## src/rtl/gbn_pkg.sv

```systemverilog
// Shared types and constants for the go-back-N sender window unit.
package gbn_pkg;

  localparam int unsigned MAX_WINDOW = 7;
  localparam int unsigned REP_W      = $clog2(MAX_WINDOW + 1);
  localparam int unsigned SEQ_W      = 8;
  localparam int unsigned WIN_W      = 3;
  localparam int unsigned CFG_IDX_W  = 1;
  localparam int unsigned CFG_DATA_W = 8;

  localparam logic [WIN_W-1:0] WINDOW_SIZE_RST  = 3'd7;
  localparam logic [SEQ_W-1:0] PACKET_COUNT_RST = 8'd1;

  localparam logic [CFG_IDX_W-1:0] CFG_WINDOW_SIZE  = 1'b0;
  localparam logic [CFG_IDX_W-1:0] CFG_PACKET_COUNT = 1'b1;

  typedef enum logic [1:0] {
    MODE_SEND    = 2'd0,
    MODE_ACK     = 2'd1,
    MODE_TIMEOUT = 2'd2,
    MODE_NONE    = 2'd3
  } mode_e;

  typedef enum logic {
    ST_IDLE   = 1'b0,
    ST_REPLAY = 1'b1
  } state_e;

  typedef struct packed {
    logic accept;
    logic replay_step;
  } gbn_cmd_t;

  typedef struct packed {
    logic slot_free;
    logic replay_multi;
    logic replay_final;
  } gbn_sts_t;

endpackage

```

## src/rtl/gbn_in_if.sv

```systemverilog
// Request channel carrying one sender event.
interface gbn_in_if;
  logic       valid;
  logic       ready;
  logic [1:0] mode;
  logic [7:0] ack_seq;

  modport source (output valid, output mode, output ack_seq, input ready);
  modport sink   (input valid, input mode, input ack_seq, output ready);
endinterface

```

## src/rtl/gbn_out_if.sv

```systemverilog
// Result channel carrying one send or status result.
interface gbn_out_if;
  logic       valid;
  logic       ready;
  logic       send_valid;
  logic [7:0] packet_index;
  logic       is_retransmit;
  logic       ack_accepted;
  logic       finished;
  logic       last;

  modport source (output valid, output send_valid, output packet_index,
                  output is_retransmit, output ack_accepted, output finished,
                  output last, input ready);
  modport sink   (input valid, input send_valid, input packet_index,
                  input is_retransmit, input ack_accepted, input finished,
                  input last, output ready);
endinterface

```

## src/rtl/go_back_n_sender_window_unit.sv

```systemverilog
// Go-back-N sender window unit: top level joining controller and datapath.
// The first result of a request is registered and shown in the cycle after it is accepted.
// Results: send, acknowledgement and unused requests give a single result each; a timeout gives
// one result per replayed index (0 to 7 indices; a single result if none), and no request is accepted while it replays.
// Reset: asynchronous, active low; clears the window, sets window_size 7, packet_count 1.
module go_back_n_sender_window_unit
  import gbn_pkg::*;
(
  input  logic                  clk_i,
  input  logic                  rst_ni,
  input  logic                  cfg_we_i,
  input  logic [CFG_IDX_W-1:0]  cfg_idx_i,
  input  logic [CFG_DATA_W-1:0] cfg_data_i,
  gbn_in_if.sink                in_if,
  gbn_out_if.source             out_if
);

  gbn_cmd_t cmd;
  gbn_sts_t sts;
  mode_e    mode;

  assign mode = mode_e'(in_if.mode);

  gbn_ctrl u_ctrl (
    .clk_i      (clk_i),
    .rst_ni     (rst_ni),
    .in_valid_i (in_if.valid),
    .mode_i     (mode),
    .sts_i      (sts),
    .in_ready_o (in_if.ready),
    .cmd_o      (cmd)
  );

  gbn_datapath u_datapath (
    .clk_i      (clk_i),
    .rst_ni     (rst_ni),
    .cfg_we_i   (cfg_we_i),
    .cfg_idx_i  (cfg_idx_i),
    .cfg_data_i (cfg_data_i),
    .mode_i     (mode),
    .ack_seq_i  (in_if.ack_seq),
    .cmd_i      (cmd),
    .sts_o      (sts),
    .out_if     (out_if)
  );

  a_accept_shows_result: assert property (@(posedge clk_i) disable iff (!rst_ni)
    in_if.valid && in_if.ready |=> out_if.valid)
    else $error("accepted request gave no result");

  a_no_accept_in_replay: assert property (@(posedge clk_i) disable iff (!rst_ni)
    cmd.replay_step |-> !in_if.ready)
    else $error("request accepted during replay");

  a_non_last_is_replay: assert property (@(posedge clk_i) disable iff (!rst_ni)
    out_if.valid && !out_if.last |-> out_if.is_retransmit && out_if.send_valid)
    else $error("non-final result outside a replay");

  a_retx_no_ack: assert property (@(posedge clk_i) disable iff (!rst_ni)
    out_if.valid && out_if.is_retransmit |-> !out_if.ack_accepted)
    else $error("replay result marked as accepted ack");

endmodule

```

## src/rtl/gbn_ctrl.sv

```systemverilog
// Controller state machine: event accept and timeout replay sequencing.
module gbn_ctrl
  import gbn_pkg::*;
(
  input  logic     clk_i,
  input  logic     rst_ni,
  input  logic     in_valid_i,
  input  mode_e    mode_i,
  input  gbn_sts_t sts_i,
  output logic     in_ready_o,
  output gbn_cmd_t cmd_o
);

  state_e state_q, state_d;

  always_comb begin
    state_d = state_q;
    case (state_q)
      ST_IDLE: begin
        if (in_valid_i && sts_i.slot_free && mode_i == MODE_TIMEOUT && sts_i.replay_multi) begin
          state_d = ST_REPLAY;
        end
      end
      ST_REPLAY: begin
        if (sts_i.slot_free && sts_i.replay_final) begin
          state_d = ST_IDLE;
        end
      end
      default: state_d = ST_IDLE;
    endcase
  end

  always_comb begin
    in_ready_o        = 1'b0;
    cmd_o.accept      = 1'b0;
    cmd_o.replay_step = 1'b0;
    case (state_q)
      ST_IDLE: begin
        in_ready_o   = sts_i.slot_free;
        cmd_o.accept = in_valid_i && sts_i.slot_free;
      end
      ST_REPLAY: begin
        cmd_o.replay_step = sts_i.slot_free;
      end
      default: in_ready_o = 1'b0;
    endcase
  end

  always_ff @(posedge clk_i or negedge rst_ni) begin
    if (!rst_ni) begin
      state_q <= ST_IDLE;
    end else begin
      state_q <= state_d;
    end
  end

endmodule

```

## src/rtl/gbn_datapath.sv

```systemverilog
// Datapath: window state, configuration registers and result register.
module gbn_datapath
  import gbn_pkg::*;
(
  input  logic                  clk_i,
  input  logic                  rst_ni,
  input  logic                  cfg_we_i,
  input  logic [CFG_IDX_W-1:0]  cfg_idx_i,
  input  logic [CFG_DATA_W-1:0] cfg_data_i,
  input  mode_e                 mode_i,
  input  logic [SEQ_W-1:0]      ack_seq_i,
  input  gbn_cmd_t              cmd_i,
  output gbn_sts_t              sts_o,
  gbn_out_if.source             out_if
);

  logic [WIN_W-1:0] window_size_q;
  logic [SEQ_W-1:0] packet_count_q;
  logic [SEQ_W-1:0] base_q, base_d;
  logic [SEQ_W-1:0] next_q, next_d;
  logic             done_q, done_d;
  logic [REP_W-1:0] rep_idx_q, rep_idx_d;
  logic [REP_W-1:0] rep_cnt_q, rep_cnt_d;
  logic             out_valid_q, out_valid_d;

  logic             send_valid_q, send_valid_d;
  logic [SEQ_W-1:0] index_q, index_d;
  logic             retx_q, retx_d;
  logic             acc_q, acc_d;
  logic             fin_q, fin_d;
  logic             last_q, last_d;

  logic [SEQ_W-1:0] outstanding;
  logic [SEQ_W-1:0] eff_window;
  logic [REP_W-1:0] rep_cnt_new;
  logic [REP_W:0]   rep_idx_inc;
  logic             can_send;
  logic             ack_hit;

  assign outstanding = (next_q >= base_q) ? (next_q - base_q) : '0;
  assign eff_window  = ({5'd0, window_size_q} > SEQ_W'(MAX_WINDOW)) ? SEQ_W'(MAX_WINDOW)
                                                                     : {5'd0, window_size_q};
  assign rep_cnt_new = (outstanding > SEQ_W'(MAX_WINDOW)) ? REP_W'(MAX_WINDOW)
                                                          : outstanding[REP_W-1:0];
  assign rep_idx_inc = {1'b0, rep_idx_q} + (REP_W+1)'(1);
  assign can_send    = (outstanding < eff_window) && (next_q < packet_count_q);
  assign ack_hit     = (outstanding != '0) && (ack_seq_i == base_q);

  assign sts_o.slot_free    = !out_valid_q || out_if.ready;
  assign sts_o.replay_multi = rep_cnt_new > REP_W'(1);
  assign sts_o.replay_final = rep_idx_inc == {1'b0, rep_cnt_q};

  always_comb begin
    base_d       = base_q;
    next_d       = next_q;
    done_d       = done_q;
    rep_idx_d    = rep_idx_q;
    rep_cnt_d    = rep_cnt_q;
    out_valid_d  = out_valid_q && !out_if.ready;
    send_valid_d = send_valid_q;
    index_d      = index_q;
    retx_d       = retx_q;
    acc_d        = acc_q;
    fin_d        = fin_q;
    last_d       = last_q;
    if (cmd_i.accept) begin
      out_valid_d  = 1'b1;
      send_valid_d = 1'b0;
      index_d      = '0;
      retx_d       = 1'b0;
      acc_d        = 1'b0;
      fin_d        = done_q;
      last_d       = 1'b1;
      case (mode_i)
        MODE_SEND: begin
          if (can_send) begin
            send_valid_d = 1'b1;
            index_d      = next_q;
            next_d       = next_q + SEQ_W'(1);
          end
        end
        MODE_ACK: begin
          if (ack_hit) begin
            acc_d  = 1'b1;
            base_d = base_q + SEQ_W'(1);
            if (packet_count_q != '0 && base_q == packet_count_q - SEQ_W'(1)) begin
              done_d = 1'b1;
              fin_d  = 1'b1;
            end
          end
        end
        MODE_TIMEOUT: begin
          if (rep_cnt_new != '0) begin
            send_valid_d = 1'b1;
            index_d      = base_q;
            retx_d       = 1'b1;
            last_d       = rep_cnt_new == REP_W'(1);
            rep_idx_d    = REP_W'(1);
            rep_cnt_d    = rep_cnt_new;
          end
        end
        default: last_d = 1'b1;
      endcase
    end else if (cmd_i.replay_step) begin
      out_valid_d  = 1'b1;
      send_valid_d = 1'b1;
      index_d      = base_q + {{(SEQ_W-REP_W){1'b0}}, rep_idx_q};
      retx_d       = 1'b1;
      acc_d        = 1'b0;
      fin_d        = done_q;
      last_d       = sts_o.replay_final;
      rep_idx_d    = rep_idx_inc[REP_W-1:0];
    end
  end

  always_ff @(posedge clk_i or negedge rst_ni) begin
    if (!rst_ni) begin
      window_size_q  <= WINDOW_SIZE_RST;
      packet_count_q <= PACKET_COUNT_RST;
      base_q         <= '0;
      next_q         <= '0;
      done_q         <= 1'b0;
      rep_idx_q      <= '0;
      rep_cnt_q      <= '0;
      out_valid_q    <= 1'b0;
    end else begin
      if (cfg_we_i) begin
        case (cfg_idx_i)
          CFG_WINDOW_SIZE:  window_size_q  <= cfg_data_i[WIN_W-1:0];
          CFG_PACKET_COUNT: packet_count_q <= cfg_data_i[SEQ_W-1:0];
          default:          window_size_q  <= window_size_q;
        endcase
      end
      base_q      <= base_d;
      next_q      <= next_d;
      done_q      <= done_d;
      rep_idx_q   <= rep_idx_d;
      rep_cnt_q   <= rep_cnt_d;
      out_valid_q <= out_valid_d;
    end
  end

  always_ff @(posedge clk_i) begin
    send_valid_q <= send_valid_d;
    index_q      <= index_d;
    retx_q       <= retx_d;
    acc_q        <= acc_d;
    fin_q        <= fin_d;
    last_q       <= last_d;
  end

  assign out_if.valid         = out_valid_q;
  assign out_if.send_valid    = send_valid_q;
  assign out_if.packet_index  = index_q;
  assign out_if.is_retransmit = retx_q;
  assign out_if.ack_accepted  = acc_q;
  assign out_if.finished      = fin_q;
  assign out_if.last          = last_q;

endmodule
```

## src/flat_wrapper.sv

```systemverilog
// flat-port wrapper written by rule: the top's interface ports become plain ports
module go_back_n_sender_window_unit_flat import gbn_pkg::*;
  (clk_i, rst_ni, cfg_we_i, cfg_idx_i, cfg_data_i, in_if_valid, in_if_mode, in_if_ack_seq, in_if_ready, out_if_valid, out_if_send_valid, out_if_packet_index, out_if_is_retransmit, out_if_ack_accepted, out_if_finished, out_if_last, out_if_ready);
  gbn_in_if in_if_i ();
  gbn_out_if out_if_i ();
  input  logic clk_i;
  input  logic rst_ni;
  input  logic cfg_we_i;
  input  logic [CFG_IDX_W-1:0] cfg_idx_i;
  input  logic [CFG_DATA_W-1:0] cfg_data_i;
  input wire logic [$bits(in_if_i.valid)-1:0] in_if_valid;
  input wire logic [$bits(in_if_i.mode)-1:0] in_if_mode;
  input wire logic [$bits(in_if_i.ack_seq)-1:0] in_if_ack_seq;
  output wire logic [$bits(in_if_i.ready)-1:0] in_if_ready;
  output wire logic [$bits(out_if_i.valid)-1:0] out_if_valid;
  output wire logic [$bits(out_if_i.send_valid)-1:0] out_if_send_valid;
  output wire logic [$bits(out_if_i.packet_index)-1:0] out_if_packet_index;
  output wire logic [$bits(out_if_i.is_retransmit)-1:0] out_if_is_retransmit;
  output wire logic [$bits(out_if_i.ack_accepted)-1:0] out_if_ack_accepted;
  output wire logic [$bits(out_if_i.finished)-1:0] out_if_finished;
  output wire logic [$bits(out_if_i.last)-1:0] out_if_last;
  input wire logic [$bits(out_if_i.ready)-1:0] out_if_ready;
  assign in_if_i.valid = in_if_valid;
  assign in_if_i.mode = in_if_mode;
  assign in_if_i.ack_seq = in_if_ack_seq;
  assign in_if_ready = in_if_i.ready;
  assign out_if_valid = out_if_i.valid;
  assign out_if_send_valid = out_if_i.send_valid;
  assign out_if_packet_index = out_if_i.packet_index;
  assign out_if_is_retransmit = out_if_i.is_retransmit;
  assign out_if_ack_accepted = out_if_i.ack_accepted;
  assign out_if_finished = out_if_i.finished;
  assign out_if_last = out_if_i.last;
  assign out_if_i.ready = out_if_ready;
  go_back_n_sender_window_unit u_core (.clk_i(clk_i), .rst_ni(rst_ni), .cfg_we_i(cfg_we_i), .cfg_idx_i(cfg_idx_i), .cfg_data_i(cfg_data_i), .in_if(in_if_i), .out_if(out_if_i));
endmodule
```

## config.mk

```make
export PLATFORM = sky130hd
export DESIGN_NAME = go_back_n_sender_window_unit_flat
export DESIGN_NICKNAME = d
export VERILOG_FILES = /design/src/rtl/gbn_pkg.sv /design/src/rtl/gbn_in_if.sv /design/src/rtl/gbn_out_if.sv /design/src/rtl/go_back_n_sender_window_unit.sv /design/src/rtl/gbn_ctrl.sv /design/src/rtl/gbn_datapath.sv /design/src/flat_wrapper.sv
export SDC_FILE = /design/constraint.sdc
export NUM_CORES = 1
export LEC_CHECK = 0
export BUFFER_PORTS_ARGS = -buffer_cell sky130_fd_sc_hd__buf_2
export CORE_ASPECT_RATIO = 1.4
export CORE_MARGIN = 4
export CORE_UTILIZATION = 33
export CTS_BUF_LIST = sky130_fd_sc_hd__clkbuf_4
export CTS_CLUSTER_DIAMETER = 200
export DETAILED_ROUTE_END_ITERATION = 6
export SLEW_MARGIN = 20
export SYNTH_ARGS = -nofsm -noshare
export SYNTH_HDL_FRONTEND = slang
export SYNTH_SLANG_ARGS = --single-unit
```

## constraint.sdc

```tcl
create_clock -name clk_i -period 4.1 [get_ports clk_i]
set_input_delay 0.615 -clock clk_i [delete_from_list [all_inputs] [get_ports clk_i]]
set_output_delay 0.615 -clock clk_i [all_outputs]
set_load 0.01 [all_outputs]
```

# Word level (Yosys, flattened, before mapping)
# Index checks and enable logic that the tools add are counted.
# classes
eq_ne,8
muxes,39
addsub,6
bitwise,2
n_reduce_logical,22
magnitude_cmp,5
# op_table
operator,count
$mux 8,5
$mux 1,26
$add 8x1->8 const B,2
$eq 8x8->1,2
$pmux 8 s2,1
$reduce_bool 8->1,2
$mux 3,5
$reduce_and 3->1,4
$add 8x3->8,1
$ge 8x8->1,1
$gt 8x3->1 const B,1
$logic_and 1x1->1,8
$lt 8x3->1,1
$lt 8x8->1,1
$sub 8x1->8 const B,1
$sub 8x8->8,1
$add 3x1->4 const B,1
$eq 4x3->1,1
$ne 2x2->1 const B,2
$pmux 1 s2,2
$reduce_and 2->1,2
$eq 3x1->1 const B,1
$gt 3x1->1 const B,1
$reduce_bool 3->1,1
7 further kinds,9
# totals
inputBits,24
output_inout_bits,15
regBits,49

# Logic depth before layout (Yosys ltp)
# logic_depth
ltp_word,8
mapped_depth,17
mapped_depth_nobuf,14

# By module
# Synthesis repeated with hierarchy kept, for this count alone.
# unflattened
hier_cells,347
area_unflattened_um2,3448.3
# by_module_without_submodules
mod,instances,seq_area_each_um2,area_each_um2,cells_per_inst
gbn_datapath,1,1271.2,3378.2,340
gbn_ctrl,1,25.0,70.1,7

# Worst setup path after synthesis
# No wires, ideal clock.
# synth_path
path_type,register to register
startpoint,register u_core.u_datapath.base_q[3]
endpoint,register u_core.u_datapath.next_q[1]
path_stages_with_launch,17
path_slack_ns,0.418
period_less_slack_ns,3.682
n_path_buf,3
arrival_time_ns,3.554
setup_time_ns,0.127
path_cell_list,dfrtp_1 -> clkbuf_1 -> inv_1 -> ha_1 -> nor2_1 -> a21oi_2 -> a41o_1 -> a221oi_4 -> nor2_1 -> ha_1 -> nor2b_1 -> o21ai_0 -> and4_1 -> clkbuf_1 -> and3_1 -> buf_4 -> mux2_1
# synth_between
elab_chain_cells,5
word_cells_on_any_way,6
classes_between,add/sub (1); order compare (2); mux (1); reduce/logical (2)
# synth_rtl
item,line_no,text
start: declaration,gbn_datapath.sv:19,"logic [SEQ_W-1:0] base_q, base_d;"
start signal: assignment,gbn_datapath.sv:134,base_q <= base_d;
$sub 8x8->8 or $ge 8x8->1 (tied branches),gbn_datapath.sv:40,assign outstanding = (next_q >= base_q) ? (next_q - base_q) : '0;
$mux 8 *,gbn_datapath.sv:40,
$lt 8x3->1 *,gbn_datapath.sv:46,assign can_send = (outstanding < eff_window) && (next_q < packet_count_q);
$logic_and 1x1->1 *,gbn_datapath.sv:46,
$reduce_and 3->1 (no source line) *,-,
end signal: assignment,gbn_datapath.sv:135,next_q <= next_d;
end: declaration,gbn_datapath.sv:20,"logic [SEQ_W-1:0] next_q, next_d;"
# Mark *: on every way between the ends. The rest lies on a longest branch, timed or not.
# A chain may end at the register's enable or synchronous reset.

# Worst setup path in the final report
# layout_path
startpoint,register u_core.u_datapath.next_q[0]
endpoint,register u_core.u_datapath.next_q[1]
# layout_between
elab_chain_cells,5
word_cells_on_any_way,8
classes_between,add/sub (2); order compare (3); mux (1); reduce/logical (2)
# layout_rtl
item,line_no
$sub 8x8->8 or $ge 8x8->1 (tied branches),gbn_datapath.sv:40
$mux 8,gbn_datapath.sv:40
$lt 8x3->1,gbn_datapath.sv:46
$logic_and 1x1->1,gbn_datapath.sv:46
$reduce_and 3->1 (no source line),-
# Parallel ways exist; a longest one is shown, timed or not.

==> run metrics <==
CP required between 4 and 5 ns; Max Cap Viol 0; Die X between 90 and 100 µm; Hold WC Path Type in2async; Compound-Gate Fraction of Synth Area between 10% and 20%; post-synthesis simple-gate area fraction about 18%; post-CTS sizing 0; post-CTS setup buffers 0; worst r2r src u_core.u_datapath.next_q[0]$_DFFE_PN0P_; unique cell type count in the Yosys netlist 63; mapped cell area ~3500 µm²; relative slew slack 42.4%; largest net degree at the start of global routing 37; ranking of synthesized cells by area dfrtp_1 23%, edfxtp_1 11%, ha_1 8.5%; #FFs+latches synth 49; largest area contributor in the netlist dfrtp_1; fillers between 1,000 and 1,500; slowest cell on the critical path a221oi_4; Synthesis Warnings 0; Layout area overhead 12.8%; fin. max-slew vios 0; CTS buffer count 5; Die Span Y 130 µm; largest family of logic cells by synthesized area simple AND/OR/NAND/NOR gates; Fin Hold WS 0.325 ns; crit path from u_core.u_datapath.next_q[0]$_DFFE_PN0P_; Port Buf Inserts 38; register area between 1000 and 1500 µm²; r2r endpoint u_core.u_datapath.next_q[1]$_DFFE_PN0P_; LEAKAGE roughly 1.7 nW; dominant synthesized flop cell dfrtp_1; R2R setup slack 0.31 ns; Period minus WS final around 3.8 ns; global placement routability congestion about 0.86; syn avg cell area about 9.8 µm²; area fraction of the dominant cell type after synthesis 22.8%; dpl hpwl ~7.5 mm; Critical path buffers and inverters 1; GRT Overall Usage about 16%; initial antenna violation count 0; Hold-fix buffers, CTS 0; mux contribution to synthesized area just under 5%; DRC viols 0; Core Rows 44; Syn Inst Count approximately 360; total grt overflow 0; most common cell in the netlist dfrtp_1; CTS HTree Levels 2; vias post-DR 2,982; layout cells sized above 1 between 20% and 30%; # clock sinks 49; slowest stage delay, CP approximately 0.50 ns; vias in the first global route between 2,000 and 3,000; first-pass GRT wire length roughly 15 mm; area taken by multi-input logic gates roughly 2100 µm²; Setup Crit Path Kind reg2reg; Max Fanout on Critical Path 10; CTS Root Cell clkbuf_4; clock latency on the worst-skew pair between 0.3 and 0.4 ns; outcome finished, final reports clean; ant diodes 0; CP arrival 4.07 ns; antenna-violating nets left 0; CP dominant cell by count ha_1; num ports 39; initial core utilization around a third; RSZ-0062 raised after global routing false; Initial DRC Count between 150 and 200; Avg WL per Cell 17.6 µm; post-synthesis xor/xnor area fraction about a tenth; Clk pin slew, worst setup/hold paths roughly 0.14 ns; clk buf depth 2; Final Hold Fails 0; Post-synth top cells 32 x dfrtp_1, 31 x xnor2_1, 25 x inv_1, 25 x nand2_1, 24 x ha_1; register area share after synthesis between 30% and 40%; Routed WL about 9.5 mm; R2R cell count 14; Setup TNS 0 ns; critical path depth 14; Worst Tran Pin Value about 0.86 ns; nets around 450; fmax 264 MHz; vias per cell about 5.5; critical path cell sequence inv_1, ha_1, fa_1, nand2b_1, a21oi_2, a41o_1, a221oi_4, nor2_1, ha_1, nor2b_1, o21ai_0, and4_1, and3_1, mux2_1; setup violators final 0; final worst path period share between 90 and 100%; critical path's top delay family simple AND/OR/NAND/NOR gates; clk_skew ~0.005 ns; Worst Setup End Kind flip-flop; Post-synth EDFFs 13; Initial DRT Pass Iterations 4; Max IR drop VDD 0.000145 V; Synth Area in Adders under 10%; CORE AREA around 10,000 µm²; die area approximately 12,000 µm²; Post-synth ARST share approximately 73%; crit path to u_core.u_datapath.next_q[1]$_DFFE_PN0P_; pwr dens 448 nW/µm²; CP startpoint kind flip-flop; TritonCTS clock tree yes; Mapped Nets between 400 and 500
==> through the flow <==
stage          cells  area, µm²  util, %  setup WS, ns  power (W)
6_report         541       3970     38.1         0.307    0.00178
5_1_grt          541       3970     38.1       0.00943    0.00192
4_1_cts          541       3970     38.1         0.318    0.00179
3_5_place_dp     533       3910     37.6         0.348    0.00155
3_3_place_gp     533       3910     37.6         0.480    0.00153
2_1_floorplan    358       3520        -         0.418    0.00131
==> power breakdown <==
part / switching, W / internal, W / leakage (nW)
combinational: 0.000496 / 0.000366 / 1.09
sequential: 0.0000687 / 0.000613 / 0.575
clock: 0.000162 / 0.0000723 / 0.0354
total: 0.000727 / 0.00105 / 1.70
==> metal layers <==
| layer | up-vias | GRT usage [%] | part of all wire [%] |
|---|---|---|---|
| li1 | 1395 | - | - |
| met1 | 1449 | 19.0 | 39 |
| met2 | 113 | 28.5 | 52 |
| met3 | 25 | 2.13 | 5.4 |
| met4 | 0 | 7.65 | 4.1 |
| met5 | - | 0 | 0 |
==> cell usage in the layout (no fill, tap or decap), types with 3 or more instances in the layout <==
cell / n
nand3_1: 10
ha_1: 24
nor4_1: 3
a21o_1: 3
a211oi_1: 4
dfrtp_1: 32
edfxtp_1: 13
mux2_2: 9
clkbuf_4: 6
o211ai_1: 3
nor3_1: 8
buf_2: 38
o2111ai_1: 6
and2_1: 3
nand2b_1: 10
buf_4: 13
xor2_1: 7
nand4_1: 12
o21ai_0: 9
and3_1: 6
nor2b_1: 12
dfstp_2: 4
xnor2_1: 31
mux2_1: 3
nand2_1: 25
nor2_1: 21
a21oi_1: 10
inv_1: 25
a221o_1: 6
o31ai_1: 4
==> state kept, by name, indices dropped and copies added, names as in the netlist <==
signal and count:
u_core.u_datapath.base_q 8, u_core.u_datapath.next_q 8, u_core.u_datapath.out_if.packet_index 8, u_core.u_datapath.packet_count_q 8, u_core.u_datapath.rep_cnt_q 3, u_core.u_datapath.rep_idx_q 3, u_core.u_datapath.window_size_q 3, u_core.u_ctrl.state_q 1
u_core.u_datapath.done_q 1, u_core.u_datapath.out_if.ack_accepted 1, u_core.u_datapath.out_if.finished 1, u_core.u_datapath.out_if.is_retransmit 1, u_core.u_datapath.out_if.last 1, u_core.u_datapath.out_if.send_valid 1, u_core.u_datapath.out_if.valid 1
==> cell type report <==
type,count,share of cell area [%]
multi-input combinational,270,52.0
timing repair buffer,51,7.25
clock inverter,2,0.252
inverter,25,2.37
sequential,49,32.7
tap,138,4.35
clock buffer,6,1.14
==> worst min path at each step <==
| stage | start | to | cells past startpoint |
|---|---|---|---|
| finish | rst_ni | u_core.u_datapath.base_q[2]$_DFFE_PN0P_ | 1 |
| global placement | u_core.u_datapath.done_q$_DFFE_PN0P_ | u_core.u_datapath.done_q$_DFFE_PN0P_ | 1 |
| CTS | rst_ni | u_core.u_datapath.base_q[1]$_DFFE_PN0P_ | 1 |
| detailed placement | u_core.u_datapath.done_q$_DFFE_PN0P_ | u_core.u_datapath.done_q$_DFFE_PN0P_ | 1 |
| floorplan | rst_ni | u_core.u_ctrl.state_q$_DFF_PN0_ | 0 |
| global route | rst_ni | u_core.u_datapath.base_q[6]$_DFFE_PN0P_ | 1 |
==> kinds of logic after synthesis <==
| logic type | Yosys count |
|---|---|
| compound gates | 70 |
| mux | 15 |
| simple gates | 121 |
| flops | 49 |
| xor+xnor | 38 |
| buf+inv | 39 |
| fa+ha+maj | 26 |
No activity file was read; power rests on OpenSTA's default activity.
